===== src/rtl/yuv_pkg.sv =====
`timescale 1ns / 1ps
// ----------------------------------------------------------------------------
// yuv_pkg: shared constants, types and helpers for the YUYV to RGB converter
// Holds the fixed-point color coefficients, product and sum widths, and the
// per-channel clamp and output range scaling.
// ----------------------------------------------------------------------------
package yuv_pkg;

    // Field widths
    localparam int PIX_W  = 8;                  // luma, chroma and channel bytes
    localparam int FRAC_W = 16;                 // fractional bits of coefficients
    localparam int COEF_W = 17;                 // unsigned coefficient width
    localparam int DIFF_W = PIX_W + 1;          // signed chroma difference
    localparam int FULL_W = COEF_W + 1 + DIFF_W; // full signed product width
    localparam int PROD_W = 25;                 // |coef * diff| < 2^24
    localparam int SUM_W  = 26;                 // Y*2^16 + term < 2^25
    localparam int SCL_W  = 16;                 // channel * scale factor

    // One pixel lane per luma byte of a macropixel
    localparam int LANES  = 2;

    // Coefficients, 16 fractional bits, rounded to nearest
    localparam logic [COEF_W-1:0] K_R  = 17'd89831;   // 1.370705
    localparam logic [COEF_W-1:0] K_GV = 17'd45744;   // 0.698001
    localparam logic [COEF_W-1:0] K_GU = 17'd22127;   // 0.337633
    localparam logic [COEF_W-1:0] K_B  = 17'd113538;  // 1.732446

    localparam logic [DIFF_W-1:0] CHROMA_OFFSET = 9'd128;
    localparam logic [DIFF_W-1:0] CHANNEL_MAX   = 9'd255;
    localparam logic [PIX_W-1:0]  SCALE_NUM     = 8'd220;
    localparam int                SCALE_SHIFT   = 8;

    // Chroma products shared by both pixels of a macropixel
    typedef struct packed {
        logic signed [PROD_W-1:0] r;    // K_R  * dv
        logic signed [PROD_W-1:0] gv;   // K_GV * dv
        logic signed [PROD_W-1:0] gu;   // K_GU * du
        logic signed [PROD_W-1:0] b;    // K_B  * du
    } t_chroma_prod;

    // One RGB pixel
    typedef struct packed {
        logic [PIX_W-1:0] red;
        logic [PIX_W-1:0] green;
        logic [PIX_W-1:0] blue;
    } t_rgb;

    // Truncate a fixed-point sum toward zero, clamp to 0..255, scale by 220/256
    function automatic logic [PIX_W-1:0] to_channel(input logic signed [SUM_W-1:0] sum);
        logic [DIFF_W-1:0] int_part;
        logic [PIX_W-1:0]  clamped;
        logic [SCL_W-1:0]  scaled;
        int_part = sum[FRAC_W+DIFF_W-1:FRAC_W];
        if (sum[SUM_W-1]) begin
            clamped = '0;
        end else if (int_part > CHANNEL_MAX) begin
            clamped = CHANNEL_MAX[PIX_W-1:0];
        end else begin
            clamped = int_part[PIX_W-1:0];
        end
        scaled = {{(SCL_W-PIX_W){1'b0}}, clamped} * {{(SCL_W-PIX_W){1'b0}}, SCALE_NUM};
        return scaled[SCALE_SHIFT+PIX_W-1:SCALE_SHIFT];
    endfunction

endpackage


===== src/rtl/yuv_chroma.sv =====
`timescale 1ns / 1ps
// ----------------------------------------------------------------------------
// yuv_chroma: shared chroma product stage
// Removes the chroma offset and forms the four coefficient products once per
// macropixel; the products are registered along with the lumas and mark.
// ----------------------------------------------------------------------------
module yuv_chroma import yuv_pkg::*; (
    input  logic                 i_clk,
    input  logic                 i_rst_n,
    input  logic                 i_valid,
    input  logic [PIX_W-1:0]     i_first_luma,
    input  logic [PIX_W-1:0]     i_second_luma,
    input  logic [PIX_W-1:0]     i_blue_difference,
    input  logic [PIX_W-1:0]     i_red_difference,
    input  logic                 i_frame_end,
    output logic                 o_valid,
    output logic [PIX_W-1:0]     o_first_luma,
    output logic [PIX_W-1:0]     o_second_luma,
    output logic                 o_frame_end,
    output t_chroma_prod         o_prod
);

    logic signed [DIFF_W-1:0] du;
    logic signed [DIFF_W-1:0] dv;
    logic signed [FULL_W-1:0] full_r, full_gv, full_gu, full_b;
    t_chroma_prod             n_prod;
    t_chroma_prod             r_prod;
    logic                     r_valid;
    logic [PIX_W-1:0]         r_first_luma, r_second_luma;
    logic                     r_frame_end;

    // Signed chroma differences
    assign du = $signed({1'b0, i_blue_difference} - CHROMA_OFFSET);
    assign dv = $signed({1'b0, i_red_difference} - CHROMA_OFFSET);

    // Coefficient products; magnitudes fit in PROD_W signed bits
    assign full_r  = $signed({1'b0, K_R})  * dv;
    assign full_gv = $signed({1'b0, K_GV}) * dv;
    assign full_gu = $signed({1'b0, K_GU}) * du;
    assign full_b  = $signed({1'b0, K_B})  * du;

    always_comb begin
        n_prod.r  = $signed(full_r[PROD_W-1:0]);
        n_prod.gv = $signed(full_gv[PROD_W-1:0]);
        n_prod.gu = $signed(full_gu[PROD_W-1:0]);
        n_prod.b  = $signed(full_b[PROD_W-1:0]);
    end

    // Stage valid (control)
    always_ff @(posedge i_clk) begin
        if (!i_rst_n) begin
            r_valid <= 1'b0;
        end else begin
            r_valid <= i_valid;
        end
    end

    // Stage payload
    always_ff @(posedge i_clk) begin
        r_prod        <= n_prod;
        r_first_luma  <= i_first_luma;
        r_second_luma <= i_second_luma;
        r_frame_end   <= i_frame_end;
    end

    assign o_valid       = r_valid;
    assign o_first_luma  = r_first_luma;
    assign o_second_luma = r_second_luma;
    assign o_frame_end   = r_frame_end;
    assign o_prod        = r_prod;

endmodule


===== src/rtl/yuv_lane.sv =====
`timescale 1ns / 1ps
// ----------------------------------------------------------------------------
// yuv_lane: per-pixel color lane
// Adds the luma to the shared chroma products and reduces each channel to the
// clamped, range-scaled output byte. One lane per pixel of the macropixel.
// ----------------------------------------------------------------------------
module yuv_lane import yuv_pkg::*; (
    input  logic [PIX_W-1:0] i_luma,
    input  t_chroma_prod     i_prod,
    output t_rgb             o_pixel
);

    logic signed [SUM_W-1:0] base;
    logic signed [SUM_W-1:0] sum_r, sum_g, sum_b;

    // Luma in fixed point
    assign base = $signed({{(SUM_W-PIX_W-FRAC_W){1'b0}}, i_luma, {FRAC_W{1'b0}}});

    // Channel sums
    assign sum_r = base + SUM_W'(i_prod.r);
    assign sum_g = base - SUM_W'(i_prod.gv) - SUM_W'(i_prod.gu);
    assign sum_b = base + SUM_W'(i_prod.b);

    // Clamp and scale
    always_comb begin
        o_pixel.red   = to_channel(sum_r);
        o_pixel.green = to_channel(sum_g);
        o_pixel.blue  = to_channel(sum_b);
    end

endmodule


===== src/rtl/yuyv_to_rgb_converter.sv =====
`timescale 1ns / 1ps
// ----------------------------------------------------------------------------
// yuyv_to_rgb_converter: YUYV 4:2:2 macropixel to two RGB888 pixels
// Shared chroma products feed two pixel lanes; the merge stage registers both
// pixels and the frame-end mark as one result.
//
//  Channel  | Handshake        | Payload
//  ---------+------------------+--------------------------------------------
//  input    | start / busy     | i_first_luma, i_blue_difference,
//           |                  | i_second_luma, i_red_difference,
//           |                  | i_frame_end_in
//  result   | o_valid strobe   | o_first_/o_second_ red, green, blue,
//           |                  | o_frame_end_out
//
// One macropixel is accepted every cycle; busy is never raised.
// After a transfer the result is registered first in the chroma multiplier
// stage, then, past the combinational lane adders, in the output register.
// Reset (synchronous, active low) clears the stage valid bits only.
// Results are held for exactly one cycle; the receiver cannot stall.
// ----------------------------------------------------------------------------
module yuyv_to_rgb_converter import yuv_pkg::*; (
    input  logic             i_clk,
    input  logic             i_rst_n,
    input  logic             start,
    output logic             busy,
    input  logic [PIX_W-1:0] i_first_luma,
    input  logic [PIX_W-1:0] i_blue_difference,
    input  logic [PIX_W-1:0] i_second_luma,
    input  logic [PIX_W-1:0] i_red_difference,
    input  logic             i_frame_end_in,
    output logic             o_valid,
    output logic [PIX_W-1:0] o_first_red,
    output logic [PIX_W-1:0] o_first_green,
    output logic [PIX_W-1:0] o_first_blue,
    output logic [PIX_W-1:0] o_second_red,
    output logic [PIX_W-1:0] o_second_green,
    output logic [PIX_W-1:0] o_second_blue,
    output logic             o_frame_end_out
);

    logic             s1_valid;
    logic [PIX_W-1:0] s1_first_luma, s1_second_luma;
    logic             s1_frame_end;
    t_chroma_prod     s1_prod;
    logic [PIX_W-1:0] lane_luma [LANES];
    t_rgb             lane_pix  [LANES];
    logic             r_valid;
    t_rgb             r_first, r_second;
    logic             r_frame_end;

    // Fully pipelined, never stalls
    assign busy = 1'b0;

    // Shared chroma products
    yuv_chroma u_chroma (
        .i_clk             (i_clk),
        .i_rst_n           (i_rst_n),
        .i_valid           (start & ~busy),
        .i_first_luma      (i_first_luma),
        .i_second_luma     (i_second_luma),
        .i_blue_difference (i_blue_difference),
        .i_red_difference  (i_red_difference),
        .i_frame_end       (i_frame_end_in),
        .o_valid           (s1_valid),
        .o_first_luma      (s1_first_luma),
        .o_second_luma     (s1_second_luma),
        .o_frame_end       (s1_frame_end),
        .o_prod            (s1_prod)
    );

    assign lane_luma[0] = s1_first_luma;
    assign lane_luma[1] = s1_second_luma;

    // Pixel lanes
    for (genvar g = 0; g < LANES; g++) begin : g_lane
        yuv_lane u_lane (
            .i_luma  (lane_luma[g]),
            .i_prod  (s1_prod),
            .o_pixel (lane_pix[g])
        );
    end

    // Merge: result strobe
    always_ff @(posedge i_clk) begin
        if (!i_rst_n) begin
            r_valid <= 1'b0;
        end else begin
            r_valid <= s1_valid;
        end
    end

    // Merge: result payload
    always_ff @(posedge i_clk) begin
        r_first     <= lane_pix[0];
        r_second    <= lane_pix[1];
        r_frame_end <= s1_frame_end;
    end

    assign o_valid         = r_valid;
    assign o_first_red     = r_first.red;
    assign o_first_green   = r_first.green;
    assign o_first_blue    = r_first.blue;
    assign o_second_red    = r_second.red;
    assign o_second_green  = r_second.green;
    assign o_second_blue   = r_second.blue;
    assign o_frame_end_out = r_frame_end;

    // Every result follows a matching transfer through both pipeline registers
    a_result_follows_transfer: assert property (@(posedge i_clk) disable iff (!i_rst_n)
        o_valid |-> $past(start && !busy, 2))
        else $error("result without matching transfer");

    // Frame-end mark travels with its macropixel
    a_frame_end_aligned: assert property (@(posedge i_clk) disable iff (!i_rst_n)
        o_valid |-> (o_frame_end_out == $past(i_frame_end_in, 2)))
        else $error("frame-end mark misaligned");

    // Scaled channels stay within the compressed range
    a_channel_range: assert property (@(posedge i_clk) disable iff (!i_rst_n)
        o_valid |-> (o_first_red <= 8'd219 && o_first_green <= 8'd219 &&
                     o_first_blue <= 8'd219 && o_second_red <= 8'd219 &&
                     o_second_green <= 8'd219 && o_second_blue <= 8'd219))
        else $error("channel above scaled range");

endmodule


===== config.mk =====
export PLATFORM = sky130hd
export DESIGN_NAME = yuyv_to_rgb_converter
export DESIGN_NICKNAME = d
export VERILOG_FILES = /design/src/rtl/yuv_pkg.sv /design/src/rtl/yuv_chroma.sv /design/src/rtl/yuv_lane.sv /design/src/rtl/yuyv_to_rgb_converter.sv
export SDC_FILE = /design/constraint.sdc
export NUM_CORES = 1
export LEC_CHECK = 0
export BUFFER_PORTS_ARGS = -buffer_cell sky130_fd_sc_hd__buf_4
export CORE_MARGIN = 5
export CORE_UTILIZATION = 48
export DETAILED_ROUTE_END_ITERATION = 6
export HOLD_SLACK_MARGIN = 0.05
export PLACE_DENSITY = 0.76
export RECOVER_POWER = 50
export REMOVE_ABC_BUFFERS = 1
export SLEW_MARGIN = 20
export SYNTH_ARGS = -nofsm -noshare
export SYNTH_HDL_FRONTEND = slang
export SYNTH_SLANG_ARGS = --single-unit

===== constraint.sdc =====
create_clock -name i_clk -period 8.2 [get_ports i_clk]
set_clock_uncertainty 0.2 [all_clocks]
set_input_delay 0.82 -clock i_clk [delete_from_list [all_inputs] [get_ports i_clk]]
set_output_delay 0.82 -clock i_clk [all_outputs]
set_load 0.01 [all_outputs]

==> summary.md, run 1 <==
| Metric | Value |
|---|---|
| Actual transition at the worst max-transition pin | 1.01 ns |
| Post-Syn Instances | 2043 |
| Area growth, synth to finish | 8.00% |
| Maximum clock frequency | 0.141 GHz |
| Final worst path period share | 0.865 |
| Estimated wirelength of the detail-placed design | 36200 um |
| Setup TNS | 0 ns |
| Count of TritonRoute iterations in the first routing pass | 5 |
| Number of antenna violations at the first check in global routing | 0 |
| Global-route wire length before repair | 71600 um |
| Largest net degree at the start of global routing | 17 |
| Initial cell density of the core | 0.484 |
| Vias | 13900 |
| Site row count | 74 |
| Type of the most critical hold path | reg -> reg |
| Distinct cell type count after synthesis | 71 |
| Critical path launch point type | register |
| Post-synthesis sequential area ratio | 0.134 |
| Maximum count of clock buffers along a single path | 2 |
| Die Width | 213 um |
| H-tree level count | 4 |
| Core Region | 0.0408 sq mm |
| Antenna Diode Count | 0 |
| Final weighted congestion in routability-driven placement | 0.926 |
| Total Routed Length | 41400 um |
| Post-cts repair resize count | 0 |
| Hold violation count in the final report | 0 |
| Syn_area_per_cell | 9.68 sq um |
| Fin. max-slew vios | 0 |
| Vias in the first global route | 14900 |
| Most common flop cell mapped by yosys | sky130_fd_sc_hd__dfxtp_1 |
| Drt initial violations | 439 |
| Status | complete, no violations |
| Final setup violating endpoints | 0 |
| Die Height | 213 um |
| Worst skew pair latency | 0.46 ns |
| I/O pin count | 87 |
| Number of flip-flops and latches in the synthesized netlist | 132 |
| Async S/R FF share, synth | 0 |
| Post-Syn Area | 0.0198 sq mm |
| Inserted Clock Buffers | 17 |
| Worst Path Arrival | 7.27 ns |
| Clock transition at path regs | 0.06 ns |
| Full die area | 0.0454 sq mm |
| Number of synthesis warnings | 0 |
| Number of input and output port buffers inserted | 85 |
| Overall track demand over capacity in global routing | 0.194 |
| Hold bufs inserted after CTS | 0 |
| Critical path start-end classification | reg -> reg |
| Root Buffer | sky130_fd_sc_hd__clkbuf_16 |
| Clock tree from TritonCTS | built |
| Post-detailed-route DRC marker count | 0 |
| Ratio of cells with drive above 1 in the final layout | 0.0401 |
| Data required, critical path | 8.38 ns |
| Buffer count from post-CTS setup fixing | 0 |
| Critical Path Fanout Max | 16 |
| Number of nets in the layout | 2874 |
| Via density per instance | 5.20 |
| Post-synth EDFFs | 0 |
| Clk sink count | 132 |
| Number of max-cap violations | 0 |
| Wirelength per Cell | 15.5 um |
| Unrepaired setup endpoints after global routing | no |
| Number of nets with antenna violations after routing | 0 |
| Sum of overflow across all layers after global routing | 0 |
| Critical path capture point type | register |
| Worst slew margin | 0.325 |
| Final critical-path required period | 7.09 ns |
| Final Core Density | 0.523 |
==> cell usage after synthesis (6+ instances only) <==
master                       n  area [sq um]
sky130_fd_sc_hd__and2_1     10          62.6
sky130_fd_sc_hd__ha_1      482          6030
sky130_fd_sc_hd__and3_1      9          56.3
sky130_fd_sc_hd__o21ai_0    67           335
sky130_fd_sc_hd__or3_1       8          50.1
sky130_fd_sc_hd__a21o_1     31           233
sky130_fd_sc_hd__nor2_1    113           424
sky130_fd_sc_hd__dfxtp_1   132          2640
sky130_fd_sc_hd__inv_1     423          1590
sky130_fd_sc_hd__clkbuf_1   13          48.8
sky130_fd_sc_hd__nand3b_1    6          45.0
sky130_fd_sc_hd__nor3_1     47           235
sky130_fd_sc_hd__nor2b_1    13          81.3
sky130_fd_sc_hd__fa_1      226          4520
sky130_fd_sc_hd__o211ai_1    7          52.6
sky130_fd_sc_hd__or2_2      10          62.6
sky130_fd_sc_hd__xnor2_1    87           762
sky130_fd_sc_hd__o21a_1     78           586
sky130_fd_sc_hd__nand2_1    41           154
sky130_fd_sc_hd__o21bai_1   17           128
sky130_fd_sc_hd__xor2_1     39           342
sky130_fd_sc_hd__a21oi_1    73           365
sky130_fd_sc_hd__o41a_1      7          78.8
sky130_fd_sc_hd__nand3_1     9          45.0
==> final timing paths <==
check                            start                to  slack (ns)  cells past startpoint
setup / recovery   u_chroma.o_prod[35]  o_first_green[7]        1.11                     25
hold / removal    u_chroma.o_frame_end   o_frame_end_out        0.13                      0
setup reg to reg   u_chroma.o_prod[35]  o_first_green[7]        1.11                     25
hold reg to reg   u_chroma.o_frame_end   o_frame_end_out        0.13                      0
==> final cells by class <==
type,count,area [sq um]
repair buffers,85,402
fillers,3711,19500
flip-flops and latches,132,2640
clock buffers,17,425
clock inverters,15,159
multi-input cells,1471,15500
inverters,423,1590
well taps,532,666
==> stage by stage <==
stage / instances / setup slack, ns / hold WS (ns) / area, sq um
floorplan: 2026 / 1.78 / 0.110 / 19700
global placement: 2643 / 1.36 / 0.119 / 21000
detailed placement: 2643 / 1.18 / 0.120 / 21000
CTS: 2675 / 1.13 / 0.136 / 21600
global route: 2675 / 0.686 / 0.144 / 21400
finish: 2675 / 1.11 / 0.131 / 21400
==> logic make-up (layout without fill, tap and decap cells) <==
family,Yosys count,count (layout),share of synthesized area
AOI/OAI and AO/OA,343,343,0.119
xor gates and xnor gates,126,126,0.0558
adders and majority gates,708,708,0.534
buffers and inverters,440,540,0.0838
DFF,132,132,0.134
muxes,3,3,0.00247
other,1,1,0.000190
and+or+nand+nor,290,290,0.0712
==> flip-flops by register name, summed over array words and instances (netlist names) <==
register / cells
u_chroma.o_valid: 1
o_second_red: 8
u_chroma.o_second_luma: 8
u_chroma.o_frame_end: 1
o_first_red: 8
o_first_green: 8
u_chroma.o_first_luma: 8
u_chroma.o_prod: 64
o_first_blue: 8
o_valid: 1
o_frame_end_out: 1
o_second_blue: 8
o_second_green: 8
==> metal layers <==
| layer | share of wire | vias up | track usage |
|---|---|---|---|
| met2 | 0.51 | 176 | 0.356 |
| met1 | 0.44 | 6736 | 0.242 |
| li1 | - | 6947 | - |
| met4 | 0.018 | 0 | 0.0446 |
| met5 | 0 | - | 0 |
| met3 | 0.030 | 43 | 0.0289 |
==> cell usage in the layout (no fill, tap or decap), drive strengths merged, types with 5 or more instances in the layout <==
cell,n
o41a,7
buf,11
a21o,31
and2,10
fa,226
nand2b,6
xnor2,87
nand3,9
or2,11
o21a,79
nor2b,13
xor2,39
a211oi,8
nand3b,6
o211ai,7
nor3,47
o21bai,17
and4b,5
and3,9
nand2,41
nor2,115
a21boi,5
o31ai,5
ha,482
a21oi,76
or3,9
a31o,5
clkinv,5
inv,432
clkbuf,91
dfxtp,132
o21ai,69
==> critical path: stages (launching register included) <==
cell and delay [ns]:
sky130_fd_sc_hd__dfxtp_1 0.31, sky130_fd_sc_hd__inv_1 0.04, sky130_fd_sc_hd__ha_1 0.28, sky130_fd_sc_hd__ha_1 0.31, sky130_fd_sc_hd__and4_1 0.23, sky130_fd_sc_hd__o21ai_0 0.10
sky130_fd_sc_hd__a21oi_1 0.39, sky130_fd_sc_hd__o2111ai_1 0.26, sky130_fd_sc_hd__a21oi_1 0.20, sky130_fd_sc_hd__or3_1 0.12, sky130_fd_sc_hd__a21oi_1 0.07, sky130_fd_sc_hd__xnor2_1 0.78
sky130_fd_sc_hd__o21a_1 0.36, sky130_fd_sc_hd__fa_1 0.47, sky130_fd_sc_hd__fa_1 0.49, sky130_fd_sc_hd__inv_1 0.06, sky130_fd_sc_hd__fa_1 0.53, sky130_fd_sc_hd__inv_1 0.04
sky130_fd_sc_hd__ha_1 0.31, sky130_fd_sc_hd__nor2b_1 0.15, sky130_fd_sc_hd__o21a_1 0.20, sky130_fd_sc_hd__o21a_1 0.20, sky130_fd_sc_hd__o21a_1 0.21, sky130_fd_sc_hd__o41a_1 0.36
sky130_fd_sc_hd__a21oi_1 0.20, sky130_fd_sc_hd__xnor2_1 0.14
Power of run 1 is left out: the tool's default activity adds up to more than one toggle a clock period on the data nets, which glitch-free logic cannot reach.
==> run 2, diff against run 1 <==
--- a/config.mk
+++ b/config.mk
@@ -8,6 +8,7 @@
 export BUFFER_PORTS_ARGS = -buffer_cell sky130_fd_sc_hd__buf_4
 export CORE_MARGIN = 5
 export CORE_UTILIZATION = 48
+export CTS_BUF_LIST = sky130_fd_sc_hd__clkbuf_4 sky130_fd_sc_hd__clkbuf_8
 export DETAILED_ROUTE_END_ITERATION = 6
 export HOLD_SLACK_MARGIN = 0.05
 export PLACE_DENSITY = 0.76
==> run 2 against run 1 <==
Against the previous run:
- die area stayed put
- clock-buffer cell count stayed put
- wire length is 0.62% lower
- final cell count stayed put
- first-iteration DRC count is 5.9% lower
- critical path depth stayed put
- utilization is 0.47 points lower
- global-route usage is 0.077 points lower
- sequential cell count stayed put
- fmax is 0.36% higher
- worst setup slack better by 0.026 ns
==> summary.md, run 2 (synthesized netlist as in run 1, its figures left out) <==
| Metric | Value |
|---|---|
| Status | complete, no violations |
| Critical path capture point type | register |
| Die Height | 213 um (unchanged) |
| Commonest non-fill, non-tap cells in the layout | sky130_fd_sc_hd__ha_1, sky130_fd_sc_hd__inv_1, sky130_fd_sc_hd__fa_1, sky130_fd_sc_hd__dfxtp_1, sky130_fd_sc_hd__nor2_1 |
| Via density per instance | 5.20 (about the same) |
| R2R Setup Slk | 1.14 ns (+0.03 ns) |
| Buffer count from post-CTS setup fixing | 0 (unchanged) |
| Critical Path Fanout Max | 16 (unchanged) |
| Worst skew pair latency | 0.51 ns (+0.05 ns) |
| Worst Path Arrival | 7.29 ns (+0.02 ns) |
| Core Region | 0.0408 sq mm (unchanged) |
| Root Buffer | sky130_fd_sc_hd__clkbuf_8 |
| Area growth, synth to finish | 7.03% |
| Final critical-path required period | 7.06 ns (-0.0255 ns) |
| Critical path launch point type | register |
| Clk sink count | 132 (unchanged) |
| Critical path start-end classification | reg -> reg |
| FF-to-FF path depth | 25 (unchanged) |
| Ratio of cells with drive above 1 in the final layout | 0.0401 (unchanged) |
| Full die area | 0.0454 sq mm (unchanged) |
| Total Routed Length | 41100 um (-0.62%) |
| Clock tree from TritonCTS | built |
| Drt initial violations | 413 (-5.9%) |
| Setup TNS | 0 ns (unchanged) |
| Fin. max-slew vios | 0 (unchanged) |
| Unrepaired setup endpoints after global routing | no |
| Final worst path period share | 0.862 (-0.00311) |
| Antenna Diode Count | 0 (unchanged) |
| Number of max-cap violations | 0 (unchanged) |
| Number of nets with antenna violations after routing | 0 (unchanged) |
| Vias | 13900 (+0.065%) |
| Number of antenna violations at the first check in global routing | 0 (unchanged) |
| Final weighted congestion in routability-driven placement | 0.926 (unchanged) |
| Type of the most critical hold path | reg -> reg |
| Die Width | 213 um (unchanged) |
| Global-route wire length before repair | 71400 um (-0.28%) |
| Sum of overflow across all layers after global routing | 0 (unchanged) |
| Site row count | 74 (unchanged) |
| CP max-delay cell | sky130_fd_sc_hd__xnor2_1 |
| Inserted Clock Buffers | 17 (unchanged) |
| Estimated wirelength of the detail-placed design | 36200 um (unchanged) |
| Final setup violating endpoints | 0 (unchanged) |
| Crit-path max cell delay | 0.78 ns (about the same) |
| Post-cts repair resize count | 0 (unchanged) |
| Clock transition at path regs | 0.08 ns (+0.02 ns) |
| Hold violation count in the final report | 0 (unchanged) |
| Maximum clock frequency | 0.142 GHz (+0.36%) |
| Count of TritonRoute iterations in the first routing pass | 4 (-1) |
| Largest net degree at the start of global routing | 17 (unchanged) |
| Launch instance of the worst min-delay path | u_chroma.o_frame_end |
| Worst Hold Depth | 0 (unchanged) |
| Worst R2R End | o_first_green[7] |
| Wirelength per Cell | 15.4 um (-0.62%) |
| Flip-flop count of the largest register after layout | 64 (unchanged) |
| Leading cell type in the layout, fill and taps excluded | sky130_fd_sc_hd__ha_1 |
| H-tree level count | 4 (unchanged) |
| Worst slew margin | 0.327 (+0.00200) |
| Post-detailed-route DRC marker count | 0 (unchanged) |
| Layout fillers | 3739 (+0.75%) |
| Vias in the first global route | 14900 (+0.047%) |
| Initial cell density of the core | 0.484 (unchanged) |
| Number of nets in the layout | 2874 (unchanged) |
| I/O pin count | 87 (unchanged) |
| Actual transition at the worst max-transition pin | 1.00 ns (-0.00298 ns) |
| Data required, critical path | 8.43 ns (+0.05 ns) |
| Number of input and output port buffers inserted | 85 (unchanged) |
| Hold bufs inserted after CTS | 0 (unchanged) |
| Endpoint, Worst Hold | o_frame_end_out |
| Maximum count of clock buffers along a single path | 2 (unchanged) |
| Overall track demand over capacity in global routing | 0.194 (-0.000766) |
| Crit Reg-Reg Startpoint | u_chroma.o_prod[35] |
[run 2: changes by cell type in the layout (fill, tap and decap cells not counted)]
cell,before,now
sky130_fd_sc_hd__clkbuf_16,17,0
sky130_fd_sc_hd__clkbuf_8,0,17
[run 2: metrics by stage]
stage / instances / area (sq um) / worst slack, ns / utilization / hold WS (ns)
2_1_floorplan: 2026 / 19700 / 1.78 / - / 0.110
3_3_place_gp: 2643 / 21000 / 1.36 / 0.515 / 0.119
3_5_place_dp: 2643 / 21000 / 1.18 / 0.515 / 0.120
4_1_cts: 2675 / 21400 / 1.13 / 0.524 / 0.142
5_1_grt: 2675 / 21200 / 0.684 / 0.518 / 0.151
6_report: 2675 / 21200 / 1.14 / 0.518 / 0.136
[run 2: worst max-delay path: cells and delay by family (launching register included)]
family | cells | cell delay [ns]
AO/OA/AOI/OAI | 11 | 2.54
flip-flops | 1 | 0.31
buffers and inverters | 3 | 0.14
AND/OR/NAND/NOR | 3 | 0.50
XOR/XNOR | 2 | 0.91
adder cells (fa/ha/maj) | 6 | 2.39
[run 2: how the worst max path moves through the flow]
stage,start,endpoint,slack [ns],cells after the start
floorplan,u_chroma.o_prod[29],o_first_green[7],1.78,24
global placement,u_chroma.o_prod[29],o_first_green[7],1.36,24
detailed placement,u_chroma.o_prod[35],o_first_green[7],1.18,25
CTS,u_chroma.o_prod[35],o_first_green[7],1.13,25
global route,u_chroma.o_prod[33],o_first_green[7],0.68,25
finish,u_chroma.o_prod[35],o_first_green[7],1.14,25
[run 2: cell type report]
cell class | instances | area (sq um) | area share
inverters | 423 | 1590 | 0.0750
well taps | 532 | 666 | 0.0314
clock inverters | 15 | 159 | 0.00751
repair buffers | 85 | 402 | 0.0190
flip-flops and latches | 132 | 2640 | 0.125
multi-input cells | 1471 | 15500 | 0.731
clock buffers | 17 | 234 | 0.0111
[run 2: per-layer routing]
metal	share of wire	routed length [um]	GRT usage
met1	0.44	18000	0.241
met2	0.51	21000	0.352
met3	0.032	1340	0.0300
met4	0.019	784	0.0472
met5	0	0	0
Power of run 2 is left out for the same reason.
==> run 3, diff against run 2 <==
--- a/config.mk
+++ b/config.mk
@@ -5,8 +5,9 @@
 export SDC_FILE = /design/constraint.sdc
 export NUM_CORES = 1
 export LEC_CHECK = 0
+export ABC_CLOCK_PERIOD_IN_PS = 8200
 export BUFFER_PORTS_ARGS = -buffer_cell sky130_fd_sc_hd__buf_4
-export CORE_MARGIN = 5
+export CORE_MARGIN = 1
 export CORE_UTILIZATION = 48
 export CTS_BUF_LIST = sky130_fd_sc_hd__clkbuf_4 sky130_fd_sc_hd__clkbuf_8
 export DETAILED_ROUTE_END_ITERATION = 6
==> run 3 against run 2 <==
Against the previous run:
- via count decreased by 0.12%
- global-route usage rose by 1.4 points
- largest cell class unchanged
- design area is 0.30% higher
- highest routed layer unchanged
==> summary.md, run 3 (synthesized netlist as in run 1, its figures left out) <==
| Metric | Value |
|---|---|
| Status | complete, no violations |
| R2R Setup Slk | 1.03 ns (-0.11 ns) |
| Maximum clock frequency | 0.139 GHz (-1.5%) |
| Layout fillers | 3600 (-3.7%) |
| Crit-path leading delay family | compound AO/OA/AOI/OAI gates |
| Total placed instance area | 0.0210 sq mm (about the same) |
| Global-route wire length before repair | 69800 um (-2.3%) |
| Number of antenna violations at the first check in global routing | 0 (unchanged) |
| Buf/Inv on CP | 3 (unchanged) |
| Area growth, synth to finish | 7.35% |
| Final cell area excluding filler cells | 0.0212 sq mm (+0.30%) |
| Die Height | 205 um (-3.8%) |
| Buffer count from post-CTS setup fixing | 0 (unchanged) |
| Critical Path Fanout Max | 16 (unchanged) |
| Clock transition at path regs | 0.08 ns (about the same) |
| Maximum count of clock buffers along a single path | 2 (unchanged) |
| Total Routed Length | 40600 um (-1.3%) |
| Leading cell type in the layout, fill and taps excluded | sky130_fd_sc_hd__ha_1 |
| Vias in the first global route | 14800 (-0.64%) |
| Clk sink count | 132 (unchanged) |
| Drt initial violations | 633 (+53%) |
| Number of nets in the layout | 2874 (unchanged) |
| Combined area of the multi-input logic cells | 0.0155 sq mm (unchanged) |
| Worst slew margin | 0.335 (+0.00822) |
| Worst Hold Depth | 0 (unchanged) |
| Largest net degree at the start of global routing | 17 (unchanged) |
| Minimum hold slack | 0.142 ns (+0.00568 ns) |
| Fin. max-slew vios | 0 (unchanged) |
| Flip-flop count of the largest register after layout | 64 (unchanged) |
| Type of the most critical hold path | reg -> reg |
| Commonest non-fill, non-tap cells in the layout | sky130_fd_sc_hd__ha_1, sky130_fd_sc_hd__inv_1, sky130_fd_sc_hd__fa_1, sky130_fd_sc_hd__dfxtp_1, sky130_fd_sc_hd__nor2_1 |
| Worst Path Arrival | 7.40 ns (+0.11 ns) |
| Hold bufs inserted after CTS | 0 (unchanged) |
| Number of nets with antenna violations after routing | 0 (unchanged) |
| Root Buffer | sky130_fd_sc_hd__clkbuf_8 |
| Inserted Clock Buffers | 17 (unchanged) |
| Critical path capture point type | register |
| Post-detailed-route DRC marker count | 0 (unchanged) |
| Setup TNS | 0 ns (unchanged) |
| Crit Reg-Reg Startpoint | u_chroma.o_prod[35] |
| Count of TritonRoute iterations in the first routing pass | 6 (+2) |
| Estimated wirelength of the detail-placed design | 35300 um (-2.7%) |
| Final critical-path required period | 7.17 ns (+0.108 ns) |
| Area of all sequential standard cells | 0.00264 sq mm (unchanged) |
| Die Width | 205 um (-3.8%) |
| Wirelength per Cell | 15.2 um (-1.1%) |
| Data required, critical path | 8.42 ns (about the same) |
| I/O pin count | 87 (unchanged) |
| Final worst path period share | 0.875 (+0.0132) |
| Site row count | 73 (-1.4%) |
| Antenna Diode Count | 0 (unchanged) |
| Endpoint, Worst Hold | o_frame_end_out |
| Launch instance of the worst min-delay path | u_chroma.o_frame_end |
| Critical path launch point type | register |
| Number of input and output port buffers inserted | 85 (unchanged) |
| Post-cts repair resize count | 0 (unchanged) |
| Crit-path max cell delay | 0.78 ns (about the same) |
| Clock tree from TritonCTS | built |
| Ratio of cells with drive above 1 in the final layout | 0.0406 (+0.000467) |
| Vias | 13900 (-0.12%) |
| Sum of overflow across all layers after global routing | 0 (unchanged) |
| Worst R2R End | o_first_green[7] |
| Via density per instance | 5.21 (+0.14%) |
| Critical path start-end classification | reg -> reg |
| Final setup violating endpoints | 0 (unchanged) |
| Hold violation count in the final report | 0 (unchanged) |
| Number of max-cap violations | 0 (unchanged) |
| CP max-delay cell | sky130_fd_sc_hd__xnor2_1 |
| Worst skew pair latency | 0.50 ns (about the same) |
| Actual transition at the worst max-transition pin | 0.990 ns (-0.0123 ns) |
| Final Core Density | 0.528 (+0.00988) |
| FF-to-FF path depth | 25 (unchanged) |
| Overall track demand over capacity in global routing | 0.208 (+0.0143) |
| Full die area | 0.0420 sq mm (-7.4%) |
| Unrepaired setup endpoints after global routing | no |
| Initial cell density of the core | 0.492 (+0.00775) |
| Core Region | 0.0402 sq mm (-1.6%) |
| H-tree level count | 4 (unchanged) |
| Final weighted congestion in routability-driven placement | 0.928 (+0.23%) |
==> run 3: metrics by stage <==
| stage | setup WS [ns] | std cells |
|---|---|---|
| 2_1_floorplan | 1.78 | 2026 |
| 3_3_place_gp | 1.38 | 2636 |
| 3_5_place_dp | 1.19 | 2636 |
| 4_1_cts | 1.07 | 2668 |
| 5_1_grt | 0.486 | 2668 |
| 6_report | 1.03 | 2668 |
==> run 3: worst max-delay path by stage <==
stage / startpoint / end / slack (ns) / cells after the start
CTS: u_chroma.o_prod[35] / o_first_green[7] / 1.07 / 25
floorplan: u_chroma.o_prod[29] / o_first_green[7] / 1.78 / 24
global placement: u_chroma.o_prod[30] / o_first_green[7] / 1.38 / 24
detailed placement: u_chroma.o_prod[35] / o_first_green[7] / 1.19 / 25
finish: u_chroma.o_prod[35] / o_first_green[7] / 1.03 / 25
global route: u_chroma.o_prod[35] / o_first_green[7] / 0.49 / 25
==> run 3: worst reg2reg max path: cells and delay by family (launching register included) <==
family                   cells  cell delay [ns]
buffers and inverters        3             0.15
XOR/XNOR                     2             0.92
AO/OA/AOI/OAI               11             2.61
flip-flops                   1             0.32
adder cells (fa/ha/maj)      6             2.39
AND/OR/NAND/NOR              3             0.51
==> run 3: routing by layer <==
layer | part of all wire | GRT usage | vias up | wire (um)
met5 | 0 | 0 | - | 0
met4 | 0.026 | 0.0698 | 0 | 1070
met3 | 0.028 | 0.0288 | 71 | 1130
met2 | 0.50 | 0.376 | 207 | 20400
met1 | 0.44 | 0.251 | 6689 | 18000
li1 | - | - | 6927 | -
==> run 3: final cells by class <==
cell class	instances	share of cell area
Inverter	423	0.0748
Timing Repair Buffer	85	0.0191
Clock buffer	18	0.0117
Sequential cell	132	0.124
Tap cell	525	0.0309
Clock inverter	14	0.0101
Multi-Input combinational cell	1471	0.729
Power of run 3 is left out for the same reason.
